File: src/hw/rtl/ardf_pkg.sv
// Shared constants, codes and the result record of the ar archive deframer.
package ardf_pkg;

   // Archive layout
   localparam int unsigned MAGIC_LEN = 8;
   localparam int unsigned HDR_LEN   = 60;
   localparam int unsigned NAME_LEN  = 16;
   localparam int unsigned SIZE_OFF  = 48;
   localparam int unsigned END_OFF   = 58;

   localparam int unsigned POS_W  = 6;
   localparam int unsigned SIZE_W = 34;
   localparam int unsigned LEN_W  = 5;
   localparam int unsigned IDX_W  = 16;

   // Characters of interest
   localparam logic [7:0] CHAR_SPACE   = 8'h20;
   localparam logic [7:0] CHAR_SLASH   = 8'h2F;
   localparam logic [7:0] CHAR_ZERO    = 8'h30;
   localparam logic [7:0] CHAR_NINE    = 8'h39;
   localparam logic [7:0] CHAR_BQUOTE  = 8'h60;
   localparam logic [7:0] CHAR_NEWLINE = 8'h0A;

   // Request operations
   localparam logic OP_BYTE = 1'b0;
   localparam logic OP_END  = 1'b1;

   // Result kinds
   localparam logic [1:0] KIND_HEADER  = 2'd0;
   localparam logic [1:0] KIND_CONTENT = 2'd1;
   localparam logic [1:0] KIND_END     = 2'd2;
   localparam logic [1:0] KIND_ERROR   = 2'd3;

   // Error codes
   localparam logic [2:0] ERR_MAGIC     = 3'd0;
   localparam logic [2:0] ERR_ENDING    = 3'd1;
   localparam logic [2:0] ERR_SIZE      = 3'd2;
   localparam logic [2:0] ERR_PADDING   = 3'd3;
   localparam logic [2:0] ERR_TRUNCATED = 3'd4;

   typedef struct packed {
      logic [1:0]        kind;
      logic [2:0]        error_code;
      logic [63:0]       name_front;
      logic [63:0]       name_back;
      logic [LEN_W-1:0]  name_length;
      logic [SIZE_W-1:0] member_size;
      logic [IDX_W-1:0]  member_index;
      logic [7:0]        content_byte;
      logic              last_in_member;
   } result_type;

   // Global archive magic "!<arch>\n"
   function automatic logic [7:0] magic_byte(input logic [2:0] idx);
      logic [7:0] val;
      case (idx)
         3'd0:    val = 8'h21;
         3'd1:    val = 8'h3C;
         3'd2:    val = 8'h61;
         3'd3:    val = 8'h72;
         3'd4:    val = 8'h63;
         3'd5:    val = 8'h68;
         3'd6:    val = 8'h3E;
         default: val = 8'h0A;
      endcase
      return val;
   endfunction

endpackage

File: src/hw/rtl/ardf_core.sv
// Parse engine: magic check, header fields, content counting and padding.
module ardf_core import ardf_pkg::*; (
   input  logic       clock,
   input  logic       reset,
   input  logic       csr_wr_en,
   input  logic       csr_wr_data,
   input  logic       accept,
   input  logic       op,
   input  logic [7:0] data_byte,
   output logic       res_valid,
   output result_type res
);

   typedef enum logic [4:0] {
      PH_MAGIC   = 5'b00001,
      PH_HEADER  = 5'b00010,
      PH_CONTENT = 5'b00100,
      PH_PAD     = 5'b01000,
      PH_ERROR   = 5'b10000
   } phase_type;

   phase_type         phase_ff, phase_in;
   logic [POS_W-1:0]  pos_ff, pos_in;
   logic [7:0]        name_ff [NAME_LEN];
   logic [SIZE_W-1:0] acc_ff, acc_in;
   logic              digits_done_ff, digits_done_in;
   logic              size_bad_ff, size_bad_in;
   logic              ending_bad_ff, ending_bad_in;
   logic [SIZE_W-1:0] remain_ff, remain_in;
   logic [IDX_W-1:0]  member_ff, member_in;
   logic [LEN_W-1:0]  trim_end_ff, trim_end_in;
   logic              trim_slash_ff, trim_slash_in;
   logic              check_pad_ff;

   logic [SIZE_W-1:0] acc_ten;
   logic [LEN_W-1:0]  name_len;
   logic              is_digit;
   logic              name_wr;
   logic [63:0]       front, back;

   assign is_digit = (data_byte >= CHAR_ZERO) && (data_byte <= CHAR_NINE);
   assign acc_ten  = {acc_ff[SIZE_W-4:0], 3'b000} + {acc_ff[SIZE_W-2:0], 1'b0}
                   + {{(SIZE_W-4){1'b0}}, data_byte[3:0]};
   // drop one trailing slash behind the last non-space character
   assign name_len = trim_end_ff - {{(LEN_W-1){1'b0}}, trim_slash_ff};
   assign name_wr  = accept && (op == OP_BYTE) && (phase_ff == PH_HEADER)
                   && (pos_ff < POS_W'(NAME_LEN));

   always_comb begin
      for (int i = 0; i < 8; i++) begin
         front[63-8*i -: 8] = (LEN_W'(i)   < name_len) ? name_ff[i]   : 8'd0;
         back[63-8*i -: 8]  = (LEN_W'(i+8) < name_len) ? name_ff[i+8] : 8'd0;
      end
   end

   always_comb begin
      phase_in       = phase_ff;
      pos_in         = pos_ff;
      acc_in         = acc_ff;
      digits_done_in = digits_done_ff;
      size_bad_in    = size_bad_ff;
      ending_bad_in  = ending_bad_ff;
      remain_in      = remain_ff;
      member_in      = member_ff;
      trim_end_in    = trim_end_ff;
      trim_slash_in  = trim_slash_ff;
      res_valid      = 1'b0;
      res            = '0;

      if (accept) begin
         if (op == OP_END) begin
            if (phase_ff == PH_HEADER && pos_ff == '0) begin
               res_valid = 1'b1;
               res.kind  = KIND_END;
            end else if (phase_ff != PH_ERROR) begin
               res_valid      = 1'b1;
               res.kind       = KIND_ERROR;
               res.error_code = ERR_TRUNCATED;
            end
            phase_in       = PH_MAGIC;
            pos_in         = '0;
            acc_in         = '0;
            digits_done_in = 1'b0;
            size_bad_in    = 1'b0;
            ending_bad_in  = 1'b0;
            remain_in      = '0;
            member_in      = '0;
         end else begin
            unique case (phase_ff)
               PH_MAGIC: begin
                  if (data_byte != magic_byte(pos_ff[2:0])) begin
                     res_valid      = 1'b1;
                     res.kind       = KIND_ERROR;
                     res.error_code = ERR_MAGIC;
                     phase_in       = PH_ERROR;
                  end else if (pos_ff == POS_W'(MAGIC_LEN - 1)) begin
                     phase_in = PH_HEADER;
                     pos_in   = '0;
                  end else begin
                     pos_in = pos_ff + 1'b1;
                  end
               end
               PH_HEADER: begin
                  pos_in = pos_ff + 1'b1;
                  if (pos_ff < POS_W'(NAME_LEN)) begin
                     if (data_byte != CHAR_SPACE) begin
                        trim_end_in   = LEN_W'(pos_ff) + 1'b1;
                        trim_slash_in = (data_byte == CHAR_SLASH);
                     end else if (pos_ff == '0) begin
                        trim_end_in   = '0;
                        trim_slash_in = 1'b0;
                     end
                  end else if (pos_ff >= POS_W'(SIZE_OFF) && pos_ff < POS_W'(END_OFF)) begin
                     if (!digits_done_ff && !size_bad_ff) begin
                        if (is_digit)                     acc_in         = acc_ten;
                        else if (data_byte == CHAR_SPACE) digits_done_in = 1'b1;
                        else                              size_bad_in    = 1'b1;
                     end
                  end else if (pos_ff == POS_W'(END_OFF)) begin
                     if (data_byte != CHAR_BQUOTE) ending_bad_in = 1'b1;
                  end else if (pos_ff == POS_W'(HDR_LEN - 1)) begin
                     res_valid = 1'b1;
                     if (ending_bad_ff || data_byte != CHAR_NEWLINE) begin
                        res.kind       = KIND_ERROR;
                        res.error_code = ERR_ENDING;
                        phase_in       = PH_ERROR;
                     end else if (size_bad_ff) begin
                        res.kind       = KIND_ERROR;
                        res.error_code = ERR_SIZE;
                        phase_in       = PH_ERROR;
                     end else begin
                        res.kind         = KIND_HEADER;
                        res.name_front   = front;
                        res.name_back    = back;
                        res.name_length  = name_len;
                        res.member_size  = acc_ff;
                        res.member_index = member_ff;
                        member_in        = member_ff + 1'b1;
                        pos_in           = '0;
                        if (acc_ff == '0) begin
                           // empty member: next byte opens the next header
                           digits_done_in = 1'b0;
                           size_bad_in    = 1'b0;
                           ending_bad_in  = 1'b0;
                        end else begin
                           phase_in  = PH_CONTENT;
                           remain_in = acc_ff;
                        end
                     end
                  end
               end
               PH_CONTENT: begin
                  res_valid          = 1'b1;
                  res.kind           = KIND_CONTENT;
                  res.content_byte   = data_byte;
                  res.last_in_member = (remain_ff == SIZE_W'(1));
                  remain_in          = remain_ff - 1'b1;
                  if (remain_ff == SIZE_W'(1)) begin
                     if (acc_ff[0]) begin
                        phase_in = PH_PAD;
                     end else begin
                        phase_in       = PH_HEADER;
                        pos_in         = '0;
                        acc_in         = '0;
                        digits_done_in = 1'b0;
                        size_bad_in    = 1'b0;
                        ending_bad_in  = 1'b0;
                     end
                  end
               end
               PH_PAD: begin
                  if (check_pad_ff && data_byte != CHAR_NEWLINE) begin
                     res_valid      = 1'b1;
                     res.kind       = KIND_ERROR;
                     res.error_code = ERR_PADDING;
                     phase_in       = PH_ERROR;
                  end else begin
                     phase_in       = PH_HEADER;
                     pos_in         = '0;
                     acc_in         = '0;
                     digits_done_in = 1'b0;
                     size_bad_in    = 1'b0;
                     ending_bad_in  = 1'b0;
                  end
               end
               PH_ERROR: begin
                  // swallow bytes until the end marker
               end
               default: begin
                  phase_in = PH_ERROR;
               end
            endcase
         end
      end
   end

   always_ff @(posedge clock) begin
      if (reset) begin
         phase_ff       <= PH_MAGIC;
         pos_ff         <= '0;
         acc_ff         <= '0;
         digits_done_ff <= 1'b0;
         size_bad_ff    <= 1'b0;
         ending_bad_ff  <= 1'b0;
         remain_ff      <= '0;
         member_ff      <= '0;
         trim_end_ff    <= '0;
         trim_slash_ff  <= 1'b0;
         check_pad_ff   <= 1'b1;
      end else begin
         phase_ff       <= phase_in;
         pos_ff         <= pos_in;
         acc_ff         <= acc_in;
         digits_done_ff <= digits_done_in;
         size_bad_ff    <= size_bad_in;
         ending_bad_ff  <= ending_bad_in;
         remain_ff      <= remain_in;
         member_ff      <= member_in;
         trim_end_ff    <= trim_end_in;
         trim_slash_ff  <= trim_slash_in;
         if (csr_wr_en) check_pad_ff <= csr_wr_data;
      end
   end

   always_ff @(posedge clock) begin
      if (name_wr) name_ff[pos_ff[3:0]] <= data_byte;
   end

endmodule

File: src/hw/rtl/ardf_skid.sv
// Result register with one skid entry so the parser keeps running under stall.
module ardf_skid import ardf_pkg::*; (
   input  logic       clock,
   input  logic       reset,
   input  logic       in_valid,
   input  result_type in_result,
   input  logic       out_stall,
   output logic       out_valid,
   output result_type out_result,
   output logic       full
);

   logic       out_valid_ff, out_valid_in;
   result_type out_ff, out_in;
   logic       skid_valid_ff, skid_valid_in;
   result_type skid_ff, skid_in;
   logic       out_take;

   assign out_take = out_valid_ff && !out_stall;

   always_comb begin
      out_valid_in  = out_valid_ff;
      out_in        = out_ff;
      skid_valid_in = skid_valid_ff;
      skid_in       = skid_ff;
      if (skid_valid_ff) begin
         // drain the skid entry first; no new request is taken meanwhile
         if (out_take) begin
            out_valid_in  = 1'b1;
            out_in        = skid_ff;
            skid_valid_in = 1'b0;
         end
      end else if (!out_valid_ff || out_take) begin
         out_valid_in = in_valid;
         out_in       = in_result;
      end else if (in_valid) begin
         skid_valid_in = 1'b1;
         skid_in       = in_result;
      end
   end

   always_ff @(posedge clock) begin
      if (reset) begin
         out_valid_ff  <= 1'b0;
         skid_valid_ff <= 1'b0;
      end else begin
         out_valid_ff  <= out_valid_in;
         skid_valid_ff <= skid_valid_in;
      end
   end

   always_ff @(posedge clock) begin
      out_ff  <= out_in;
      skid_ff <= skid_in;
   end

   assign out_valid  = out_valid_ff;
   assign out_result = out_ff;
   assign full       = skid_valid_ff;

endmodule

File: src/hw/rtl/ar_archive_stream_deframer.sv
// Top level of the ar archive stream deframer.
//
// The deframer takes a Unix ar archive one request per cycle unless stalled; each is an
// archive byte or an end-of-input marker. It checks the global magic, parses every
// 60-byte member header (name trimmed of trailing spaces and one System V slash,
// decimal size ending at the first space, backquote-newline ending), reports the member,
// then forwards each content byte with a last marker and, after odd sizes, takes the pad
// byte (checked against newline when csr_wr_data last wrote a one, the reset value).
// An end marker on a member boundary reports end of archive, anywhere else truncation.
// The first error is reported once; later bytes are dropped until the next end marker,
// which also restarts the member count. For every accepted request the parser state
// is updated by a single pass of logic behind the request handshake and at most one
// result is produced, which lands in a result register backed by one skid entry.
// req_stall rises only while the skid entry is occupied, i.e. after the consumer has held
// rsp_stall with a result pending and a further result arrived; it is driven straight
// from a register. The configuration register may be written at any time the archive
// stream is idle.
module ar_archive_stream_deframer import ardf_pkg::*; (
   input  logic                clock,
   input  logic                reset,
   // configuration
   input  logic                csr_wr_en,
   input  logic                csr_wr_data,
   // request channel
   input  logic                req_valid,
   output logic                req_stall,
   input  logic                req_op,
   input  logic [7:0]          req_data_byte,
   // result channel
   output logic                rsp_valid,
   input  logic                rsp_stall,
   output logic [1:0]          rsp_kind,
   output logic [2:0]          rsp_error_code,
   output logic [63:0]         rsp_name_front,
   output logic [63:0]         rsp_name_back,
   output logic [LEN_W-1:0]    rsp_name_length,
   output logic [SIZE_W-1:0]   rsp_member_size,
   output logic [IDX_W-1:0]    rsp_member_index,
   output logic [7:0]          rsp_content_byte,
   output logic                rsp_last_in_member
);

   logic       accept;
   logic       res_valid;
   result_type res;
   result_type rsp;
   logic       skid_full;

   // take a request whenever the skid entry is free
   assign req_stall = skid_full;
   assign accept    = req_valid && !skid_full;

   ardf_core u_core (
      .clock       (clock),
      .reset       (reset),
      .csr_wr_en   (csr_wr_en),
      .csr_wr_data (csr_wr_data),
      .accept      (accept),
      .op          (req_op),
      .data_byte   (req_data_byte),
      .res_valid   (res_valid),
      .res         (res)
   );

   ardf_skid u_skid (
      .clock      (clock),
      .reset      (reset),
      .in_valid   (res_valid),
      .in_result  (res),
      .out_stall  (rsp_stall),
      .out_valid  (rsp_valid),
      .out_result (rsp),
      .full       (skid_full)
   );

   // unpack the result record onto the ports
   assign rsp_kind           = rsp.kind;
   assign rsp_error_code     = rsp.error_code;
   assign rsp_name_front     = rsp.name_front;
   assign rsp_name_back      = rsp.name_back;
   assign rsp_name_length    = rsp.name_length;
   assign rsp_member_size    = rsp.member_size;
   assign rsp_member_index   = rsp.member_index;
   assign rsp_content_byte   = rsp.content_byte;
   assign rsp_last_in_member = rsp.last_in_member;

endmodule

File: config.mk
export PLATFORM = sky130hd
export DESIGN_NAME = ar_archive_stream_deframer
export DESIGN_NICKNAME = d
export VERILOG_FILES = /design/src/hw/rtl/ardf_pkg.sv /design/src/hw/rtl/ardf_core.sv /design/src/hw/rtl/ardf_skid.sv /design/src/hw/rtl/ar_archive_stream_deframer.sv
export SDC_FILE = /design/constraint.sdc
export NUM_CORES = 1
export LEC_CHECK = 0
export ABC_AREA = 1
export BUFFER_PORTS_ARGS = -buffer_cell sky130_fd_sc_hd__buf_4
export CORE_MARGIN = 2
export CORE_UTILIZATION = 60
export DETAILED_ROUTE_END_ITERATION = 10
export MAX_ROUTING_LAYER = met4
export PLACE_DENSITY = 0.79
export RECOVER_POWER = 50
export SLEW_MARGIN = 0
export SYNTH_ARGS = -nofsm -noshare
export SYNTH_HDL_FRONTEND = slang
export SYNTH_SLANG_ARGS = --single-unit
export TNS_END_PERCENT = 10
File: constraint.sdc
create_clock -name clock -period 26 [get_ports clock]
set_clock_uncertainty 0.05 [all_clocks]
set_input_delay 5.2 -clock clock [delete_from_list [all_inputs] [get_ports clock]]
set_output_delay 5.2 -clock clock [all_outputs]
set_load 0.01 [all_outputs]
==> Word-level counts from Yosys, hierarchy flattened <==
Memory sizes are Yosys's and may differ from the RTL's.
Cells that the tools add are included.
Widths: inputs -> output; s select.
{ "totals": {"ff_bits": 501, "ramBits": 128, "input_bits": 15, "out_inout_bits": 199, "elab_cells": 315, "memories": 1} }
{ "classes": {"n_addsub": 7, "magnitude_cmp": 21, "eq_ne": 59, "n_mux": 153, "n_bitwise": 3, "reduce_logical": 39} }
{ "memory_table": {"columns": ["name", "words", "word_bits", "rd", "rd_clocked_by_memory_dff", "wr", "line_no", "rtl"], "rows": [
  ["u_core.name_ff", 16, 8, 16, 0, 1, "ardf_core.sv:24", "logic [7:0] name_ff [NAME_LEN];"]
]} }
{ "ops": {"columns": ["cell", "count"], "rows": [
  ["$mux 197", 4],
  ["$mux 188", 4],
  ["$mux 183", 3],
  ["$mux 34", 16],
  ["$mux 192", 1],
  ["$mux 8", 19],
  ["$mux 16", 8],
  ["$pmux 34 s3", 1],
  ["$mux 5", 19],
  ["$mux 6", 12],
  ["$pmux 34 s2", 1],
  ["$ne 4x4->1 const B", 14],
  ["$mux 1", 50],
  ["$pmux 7 s7", 1],
  ["$lt 4x5->1 const A", 8],
  ["$ne 3x3->1 const B", 12],
  ["$add 34x34->34", 1],
  ["$add 34x4->34", 1],
  ["$eq 34x1->1 const B", 1],
  ["$logic_not 34->1", 1],
  ["$sub 34x1->34 const B", 1],
  ["$reduce_and 9->1", 3],
  ["$pmux 5 s5", 1],
  ["$pmux 6 s4", 1],
  ["57 further kinds", 99]
]} }

==> Longest topological paths before layout <==
Gate-level depths: netlist of run 1.
{ "depth": {"word_depth": 14, "mapped_depth": 16, "depth_no_buf": 16} }

==> Modules after synthesis <==
From an unflattened synthesis of run 1, not the netlist that was laid out.
{ "unflattened": {"cells_unflattened": 3228, "hier_area_um2": 29716.0} }
{ "by_module_without_submodules": {"columns": ["mod", "n_inst", "cells_each", "area_per_inst_um2", "seq_area_each_um2"], "rows": [
  ["ardf_core", 1, 2178, 15329.7, 5945.7],
  ["ardf_skid", 1, 1048, 14376.3, 11871.4],
  ["ar_archive_stream_deframer", 1, 2, 10.0, 0.0]
]} }

==> Least setup slack after synthesis of run 1 <==
No wires, ideal clock.
{ "synth_path": {"path_type": "input to register", "from": "input req_op", "to": "register u_skid.skid_ff[0] (netlist bit) (enable)", "setup_ns": 0.757, "arrival_ns": 14.253, "required_ns": 25.193, "slack_ns": 10.940, "cell_stages": 7, "path_buffers": 2, "cell_sequence": "inv_2 -> clkbuf_1 -> buf_1 -> nand3_1 -> nand2_1 -> nand2_1 -> nor2_1"} }
{ "synth_between": {"elab_chain_cells": 3} }
{ "synth_rtl": {"columns": ["element", "line_no", "rtl"], "rows": [
  ["from (decl)", "ar_archive_stream_deframer.sv:27", "input logic req_op,"],
  ["$mux 1", "ardf_core.sv:71", "if (op == OP_END) begin"],
  ["$mux 1", "ardf_core.sv:70", "if (accept) begin"],
  ["$reduce_and 3->1 (no line)", null, null],
  ["to (signal assigned)", "ardf_skid.sv:54", "skid_ff <= skid_in;"],
  ["to (decl)", "ardf_skid.sv:16", "result_type skid_ff, skid_in;"]
]} }
Every way passes these cells.
A chain may end at the register's enable or synchronous reset.

==> run summary, run 1 <==
===============================================================================================
Final hold slack .................................................................     0.417 ns
Via count of the first global-routing pass .......................................        21.1k
WP data arrival ..................................................................     12.34 ns
DR iter-0 viols ..................................................................         2145
Total half-perimeter wirelength after legalization and detailed placement ........     49500 um
CTS Sinks ........................................................................          629
Logic gate share of total power ..................................................         6.2%
Detailed Routing Iterations Pass 1 ...............................................            6
Via-to-Cell Ratio ................................................................         5.65
Sequential standard cell area .................................................... 0.0178 sq mm
CP Data Required Time ............................................................     26.29 ns
Placed cell count ................................................................         3793
Internal power summed over all cells .............................................      1.72 mW
Max clock buf depth ..............................................................            3
Share of final-layout standard cells stronger than drive strength 1 ..............        5.28%
Worst-Skew Late Latency ..........................................................      0.61 ns
Setup total negative slack .......................................................         0 ns
Final core utilization ...........................................................        68.1%
Remaining routing DRC violations .................................................            0
Actual slew at the worst max-slew pin ............................................      5.48 ns
Number of buffers inserted by post-CTS setup repair ..............................            0
Kind of end point of the critical path ...........................................     register
Post-CTS sizing ..................................................................            0
CTS Hold Bufs ....................................................................            0
Last weighted congestion value of the routability-driven placer ..................        0.922
Max-slew headroom ................................................................        -265%
Number of max-capacitance violations reported ....................................            7
Most instantiated flip-flop cell in the synthesis netlist ........................     edfxtp_1
Post-synth design cell area ...................................................... 0.0291 sq mm
Rows .............................................................................           80
Distinct cell type count of the synthesized netlist ..............................           44
Die span in x ....................................................................       224 um
Hold Crit Depth ..................................................................            2
Worst Hold Endpoint .............................................................. u_core.acc_ff[33]
CTS tree .........................................................................         done
EDFF count, synth ................................................................          522
Number of max-slew violations in the final report ................................          474
Layout overhead on the synthesized area ..........................................        11.8%
Post-synthesis area per instance .................................................   9.53 sq um
Clock input transition at the sequential cells of the worst setup and hold paths .      0.06 ns
Sequential fraction of the synthesis area ........................................        61.3%
IO Port Bufs .....................................................................          213
Flop-to-flop setup slack .........................................................     16.49 ns
Final setup violation count ......................................................            0
Largest driver fanout on the critical path .......................................          157
Top Ports ........................................................................          214
Maximum ir drop on the vdd rail ..................................................    0.0532 mV
Die span in y ....................................................................       224 um
Warning count from the yosys run .................................................            0
Hold Startpoint .................................................................. u_core.acc_ff[33]
Power share of the sequential group ..............................................        51.1%
Time the worst path needs with I/O delays and setup ..............................     12.05 ns
Multi-input combinational cell area .............................................. 0.00965 sq mm
Antenna violations before repair .................................................            1
Final nets .......................................................................         3336
Number of levels in the clock H-tree .............................................            3
Number of cells on the worst reg-to-reg path .....................................            5
Average wire length per cell after detail routing ................................      18.7 um
Capture point of the worst reg-to-reg path ....................................... u_skid.out_result[138]
Setup crit start kind ............................................................ primary input
Core ar. ......................................................................... 0.0477 sq mm
Clock share of power .............................................................        42.7%
Status ........................................................................... complete, but fails checks
Final ANT Viol Nets ..............................................................            0
Pwr per Cell Area ................................................................ 69.0 mW/mm^2
Hold Vio Cnt, Final ..............................................................            0
CTS Buf Count ....................................................................           66
Unrepaired setup endpoints after global routing ..................................        false
Die footprint .................................................................... 0.0502 sq mm
Highest achievable clock rate ....................................................     83.0 MHz
Count of fill cells added during filler insertion ................................         3810
Leakage power of the design ......................................................      12.5 nW
WS Path Type .....................................................................    in -> reg
Total Wirelength .................................................................     73200 um
GRT overflow .....................................................................            0
Cell count after synthesis .......................................................         3050
Root buffer selected by CTS ......................................................    clkbuf_16
Violated checks .................................................................. max-capacitance violations, max-slew violations
Vias .............................................................................        22.1k
Global-route wire length before repair ...........................................    113000 um
Worst setup path startpoint ...................................................... req_data_byte[0]
Share of total power consumed by net switching ...................................        23.2%
Total routing usage reported by global routing ...................................        29.9%
FF+latch count, synth ............................................................          629
Pin count of the biggest net entering global routing .............................          158
Synth Net Count ..................................................................         3140
Fraction of registers with async set or reset after synthesis ....................           0%
Reg2reg start ....................................................................  u_skid.full
Switching Power ..................................................................       521 uW
Portion of the clock cycle consumed by the worst path in the final layout ........        46.4%
Post-route non-filler standard cell count ........................................         3912
Starting density of the core .....................................................        60.9%
Type of the most critical hold path ..............................................   reg -> reg
===============================================================================================
==> state kept, by name (all words and copies together) (netlist names), 5 cells and up <==
register / count
u_skid.out_result: 197
u_core.name_ff: 128
u_core.acc_ff: 34
u_core.trim_end_ff: 5
u_core.member_ff: 16
u_skid.skid_ff: 197
u_core.remain_ff: 34
u_core.pos_ff: 6
u_core.phase_ff: 5
==> routing by layer <==
layer	global-route usage (%)	vias to the layer above	wire, um
li1	-	10500	-
met1	38.2	10500	29900
met2	48.4	916	35100
met3	4.62	176	5400
met4	12.0	0	2780
met5	-	-	0
==> synth_stat cells, types with 3 or more instances <==
| cell | n | area, sq um |
|---|---|---|
| a22oi_1 | 4 | 30.0 |
| xnor2_1 | 6 | 52.6 |
| buf_6 | 4 | 45.0 |
| buf_2 | 29 | 145 |
| inv_1 | 283 | 1060 |
| clkbuf_1 | 51 | 191 |
| nand2_1 | 676 | 2540 |
| o21ai_1 | 6 | 30.0 |
| nand2_2 | 8 | 50.1 |
| a21oi_1 | 151 | 756 |
| a211oi_1 | 3 | 22.5 |
| ha_1 | 73 | 913 |
| edfxtp_1 | 522 | 15700 |
| dfxtp_1 | 107 | 2140 |
| o21a_1 | 3 | 22.5 |
| inv_2 | 14 | 52.6 |
| nor2_4 | 3 | 33.8 |
| buf_1 | 9 | 33.8 |
| a21o_1 | 9 | 67.6 |
| nor4_1 | 7 | 43.8 |
| nor3_1 | 38 | 190 |
| nor3b_1 | 6 | 45.0 |
| nand4_1 | 26 | 163 |
| nor2_2 | 12 | 75.1 |
| xor2_1 | 33 | 289 |
| and2_1 | 3 | 18.8 |
| nor3b_2 | 16 | 200 |
| o21ai_0 | 178 | 891 |
| nor2_1 | 592 | 2220 |
| nand3b_1 | 3 | 22.5 |
| o21bai_1 | 5 | 37.5 |
| o32ai_1 | 4 | 35.0 |
| buf_4 | 5 | 37.5 |
| a31oi_1 | 4 | 25.0 |
| mux2_2 | 8 | 90.1 |
| clkinv_1 | 3 | 11.3 |
| nand3_1 | 133 | 666 |
==> cell usage in the layout (no fill, tap or decap), drive strengths merged, types with 9 or more instances in the layout <==
| cell | n |
|---|---|
| nand2 | 684 |
| nor2 | 607 |
| edfxtp | 522 |
| inv | 301 |
| clkbuf | 294 |
| o21ai | 184 |
| a21oi | 151 |
| nand3 | 135 |
| dfxtp | 107 |
| ha | 73 |
| nor3 | 38 |
| xor2 | 34 |
| nand4 | 28 |
| clkinv | 24 |
| nor3b | 22 |
| buf | 14 |
| a21o | 9 |
==> worst max-delay path by stage <==
stage	to	slack, ns
finish	u_skid.out_result[160]	13.95
global route	u_skid.out_result[160]	13.24
CTS	u_skid.skid_ff[68]	17.02
detailed placement	u_skid.skid_ff[41]	16.38
global placement	u_skid.skid_ff[41]	16.48
floorplan	u_skid.skid_ff[0]	10.94
==> kinds of logic after synthesis <==
| group | count (synthesis) | synth area share (%) |
|---|---|---|
| simple gates | 1531 | 21.8 |
| buf+inv | 398 | 5.43 |
| xor+xnor | 40 | 1.23 |
| fa+ha+maj | 75 | 3.28 |
| mux | 8 | 0.310 |
| flops | 629 | 61.3 |
| compound gates | 369 | 6.64 |
==> power by group through the flow <==
stage	clock network (mW)	registers, mW	logic [mW]
final	0.958	1.15	0.139
after global routing	1.01	1.15	0.153
after CTS	0.969	1.15	0.159
after detailed placement	0	1.17	0.158
after global placement	0	1.17	0.155
after floorplan	0	1.18	0.0738
==> through the flow <==
stage	total power, mW	setup slack [ns]	area, sq um
2_1_floorplan	1.25	10.94	29100
6_report	2.24	13.95	32500
3_3_place_gp	1.32	16.48	31100
4_1_cts	2.27	17.02	33300
3_5_place_dp	1.32	16.38	31100
5_1_grt	2.31	13.24	32500
==> layout make-up <==
cell class	count	area share (%)
timing repair buffer	226	2.78
tap	615	2.37
sequential	629	54.8
inverter	300	3.47
antenna	1	0.00770
multi-input combinational	2023	29.7
clock buffer	82	5.42
clock inverter	36	1.44
==> critical path: stages <==
cell	delay, ns
clkbuf_1	1.06
inv_1	0.30
nand2_1	0.14
nor2_1	0.07
nand2_1	0.11
nor2_1	0.08
nand2_1	0.20
nor2_1	0.10
nand2_1	3.52
buf_4	1.04
nor2_1	0.14
mux2_2	0.31
Note: power is estimated with default switching activity, not from simulation.
==> run 2, diff against run 1 <==
--- a/config.mk
+++ b/config.mk
@@ -8,10 +8,10 @@
 export ABC_AREA = 1
 export BUFFER_PORTS_ARGS = -buffer_cell sky130_fd_sc_hd__buf_4
 export CORE_MARGIN = 2
-export CORE_UTILIZATION = 60
+export CORE_UTILIZATION = 55
 export DETAILED_ROUTE_END_ITERATION = 10
 export MAX_ROUTING_LAYER = met4
-export PLACE_DENSITY = 0.79
+export PLACE_DENSITY = 0.77
 export RECOVER_POWER = 50
 export SLEW_MARGIN = 0
 export SYNTH_ARGS = -nofsm -noshare
==> constraint.sdc (replaced) <==
create_clock -name clock -period 10.36 [get_ports clock]
set_clock_uncertainty 0.05 [all_clocks]
set_input_delay 2.072 -clock clock [delete_from_list [all_inputs] [get_ports clock]]
set_output_delay 2.072 -clock clock [all_outputs]
set_load 0.01 [all_outputs]
==> run 2 against run 1 <==
Effect of this change:
- the flow still finishes with violations (max-capacitance violations, max-slew violations)
- via count decreased by 0.71%
- combinational power rose to 2.5 times the previous value
- sequential share of layout area is 0.093 points higher
- worst setup slack worse by 11 ns
- sequential cell count did not move
- routed wire length is 0.63% higher
- non-clock buffer count grew 2
- cell area shrank 0.17%
- register-to-register slack got worse by 11 ns
- critical path depth fell by 3
==> run summary, run 2 (synthesized netlist as in run 1, its figures left out) <==
===============================================================================================
Via count of the first global-routing pass .......................................        21.0k   -0.39%
Average wire length per cell after detail routing ................................      18.5 um   -1.2%
IO Port Bufs .....................................................................          213   unchanged
Total routing usage reported by global routing ...................................        27.7%   -2.2 points
Vias .............................................................................        21.9k   -0.71%
Remaining routing DRC violations .................................................            0   unchanged
Number of levels in the clock H-tree .............................................            3   unchanged
Maximum ir drop on the vdd rail ..................................................     0.123 mV   +130%
Count of fill cells added during filler insertion ................................         4436   +16%
Die span in x ....................................................................       234 um   +4.4%
Top Ports ........................................................................          214   unchanged
Type of the most critical hold path ..............................................   reg -> reg
Time the worst path needs with I/O delays and setup ..............................      6.93 ns
Final ANT Viol Nets ..............................................................            0   unchanged
Total half-perimeter wirelength after legalization and detailed placement ........     50300 um   +1.7%
Leading cell type in the layout, fill and taps excluded ..........................      nand2_1
Leakage power of the design ......................................................      12.4 nW   -0.63%
Via-to-Cell Ratio ................................................................         5.51   -2.5%
Number of buffers inserted by post-CTS setup repair ..............................            0   unchanged
Series of cell instances along the critical path ................................. clkbuf_1 > inv_1 > nor2_1 > nand2_1 > nand2_1 > nand2_1 > nor2_4 > clkbuf_1 > buf_4
GRT overflow .....................................................................            0   unchanged
CTS Hold Bufs ....................................................................            0   unchanged
Rows .............................................................................           84   +5.0%
Unrepaired setup endpoints after global routing ..................................        false
Share of final-layout standard cells stronger than drive strength 1 ..............        4.88%   -0.39 points
Max-slew headroom ................................................................        -128%   +140 points
Pwr per Cell Area ................................................................  170 mW/mm^2   +150%
Root buffer selected by CTS ......................................................    clkbuf_16
Violated checks .................................................................. max-capacitance violations, max-slew violations
Count of antenna diodes in the layout ............................................            0   -1
Detailed Routing Iterations Pass 1 ...............................................            6   unchanged
Die footprint .................................................................... 0.0547 sq mm   +8.9%
Clock input transition at the sequential cells of the worst setup and hold paths .      0.06 ns   about the same
Starting density of the core .....................................................        55.4%   -5.5 points
Status ........................................................................... complete, but fails checks
Max clock buf depth ..............................................................            3   unchanged
Clock share of power .............................................................        41.5%   -1.2 points
Post-route non-filler standard cell count ........................................         3984   +1.8%
Area of all placed cells without fillers ......................................... 0.0324 sq mm   -0.17%
Logic gate share of total power ..................................................         6.3%   about the same
Power share of the sequential group ..............................................        52.2%   +1.1 points
DP Area .......................................................................... 0.0312 sq mm   +0.34%
Antenna violations before repair .................................................            0   -1
DR iter-0 viols ..................................................................         1938   -9.7%
Highest achievable clock rate ....................................................      144 MHz
WS Path Type .....................................................................    in -> reg
CP Data Required Time ............................................................     10.55 ns   -15.74 ns
Pin count of the biggest net entering global routing .............................          157   -0.63%
Placed cell count ................................................................         3868   +2.0%
Post-CTS sizing ..................................................................            0   unchanged
WP data arrival ..................................................................      7.11 ns   -5.23 ns
Total Wirelength .................................................................     73700 um   +0.63%
Critical path's largest stage delay ..............................................      1.64 ns   -1.88 ns
Kind of cell with the highest combined delay on the critical path ................ buffers and inverters
Number of max-capacitance violations reported ....................................            5   -2
Setup total negative slack .......................................................         0 ns   unchanged
Last weighted congestion value of the routability-driven placer ..................        0.949   +3.0%
Portion of the clock cycle consumed by the worst path in the final layout ........        66.9%
Core ar. ......................................................................... 0.0524 sq mm   +9.8%
Kind of end point of the critical path ...........................................     register
Post-route total power ...........................................................      5.51 mW   +150%
Worst-Skew Late Latency ..........................................................      0.61 ns   about the same
Final setup violation count ......................................................            0   unchanged
CTS Buf Count ....................................................................           66   unchanged
CTS Sinks ........................................................................          629   unchanged
CTS tree .........................................................................         done
Buffer and inverter count on the worst path ......................................            4   +1
Final nets .......................................................................         3338   +0.060%
Share of total power consumed by net switching ...................................        23.1%   -0.069 points
Die span in y ....................................................................       234 um   +4.4%
Crit-path most repeated cell .....................................................      nand2_1
Top library cells by usage in the layout, fill and taps aside .................... nand2_1, nor2_1, edfxtp_1, inv_1, clkbuf_1
Layout overhead on the synthesized area ..........................................        11.6%
Largest driver fanout on the critical path .......................................           53   -66%
Number of max-slew violations in the final report ................................          215   -55%
Actual slew at the worst max-slew pin ............................................      3.41 ns   -2.06 ns
Setup crit start kind ............................................................ primary input
Internal power summed over all cells .............................................      4.23 mW   +150%
Hold Vio Cnt, Final ..............................................................            0   unchanged
Global-route wire length before repair ...........................................    114000 um   +0.72%
Library cell contributing the largest single delay on the critical path ..........     clkbuf_1
Switching Power ..................................................................      1.27 mW   +140%
===============================================================================================
## run 2: changes by cell type in the layout (fill, tap and decap cells not counted), moves of 2 or more
cell       change
bufinv_16      -3
inv_2          +2
clkinv_2       -4
clkinv_16      -2
clkbuf_1      +11
inv_1          -2
clkinv_1       +4
clkinv_4       -2
inv_6          -3
## run 2: power by group through the flow
stage	clock [mW]	sequential, mW	combinational (mW)
floorplan	0	2.95	0.185
global placement	0	2.92	0.391
detailed placement	0	2.93	0.397
CTS	2.32	2.87	0.399
global route	2.42	2.88	0.388
finish	2.29	2.87	0.349
## run 2: per-stage QoR
step	hold slack [ns]	utilization [%]	worst slack [ns]
floorplan	0.391	-	1.76
global placement	0.404	59.5	5.03
detailed placement	0.416	59.5	4.96
CTS	0.424	63.5	5.59
global route	0.432	61.9	2.98
finish	0.423	61.9	3.43
## run 2: area by class of cell
class | instances | area (sq um) | share of cell area [%]
sequential | 629 | 17800 | 54.9
clock buffer | 91 | 1800 | 5.54
tap | 688 | 861 | 2.65
clock inverter | 25 | 267 | 0.821
multi-input combinational | 2023 | 9660 | 29.8
inverter | 300 | 1130 | 3.49
timing repair buffer | 228 | 912 | 2.81
## run 2: metal layers
layer	share of wire (%)	GRT usage (%)	vias up
li1	-	-	10500
met1	42	36.8	10400
met2	49	45.1	858
met3	6.9	3.21	119
met4	2.2	8.41	0
met5	0	-	-
## run 2: worst register-to-register path, delay by kind of cell (launching register included)
kind / cells / cell delay [ns]
DFF: 1 / 0.45
and+or+nand+nor: 8 / 0.94
adders and majority gates: 1 / 0.31
AOI/OAI and AO/OA: 1 / 0.20
buffers and inverters: 3 / 2.64
## run 2: final timing paths
kind                            slack (ns)  cells after the start         startpoint                  end
worst min register to register        0.42                      2  u_core.acc_ff[33]    u_core.acc_ff[33]
worst min-delay path                  0.42                      2  u_core.acc_ff[33]    u_core.acc_ff[33]
worst max-delay path                  3.43                      9             req_op  u_skid.skid_ff[127]
worst max register to register        5.37                     13   u_core.pos_ff[0]  u_skid.skid_ff[127]
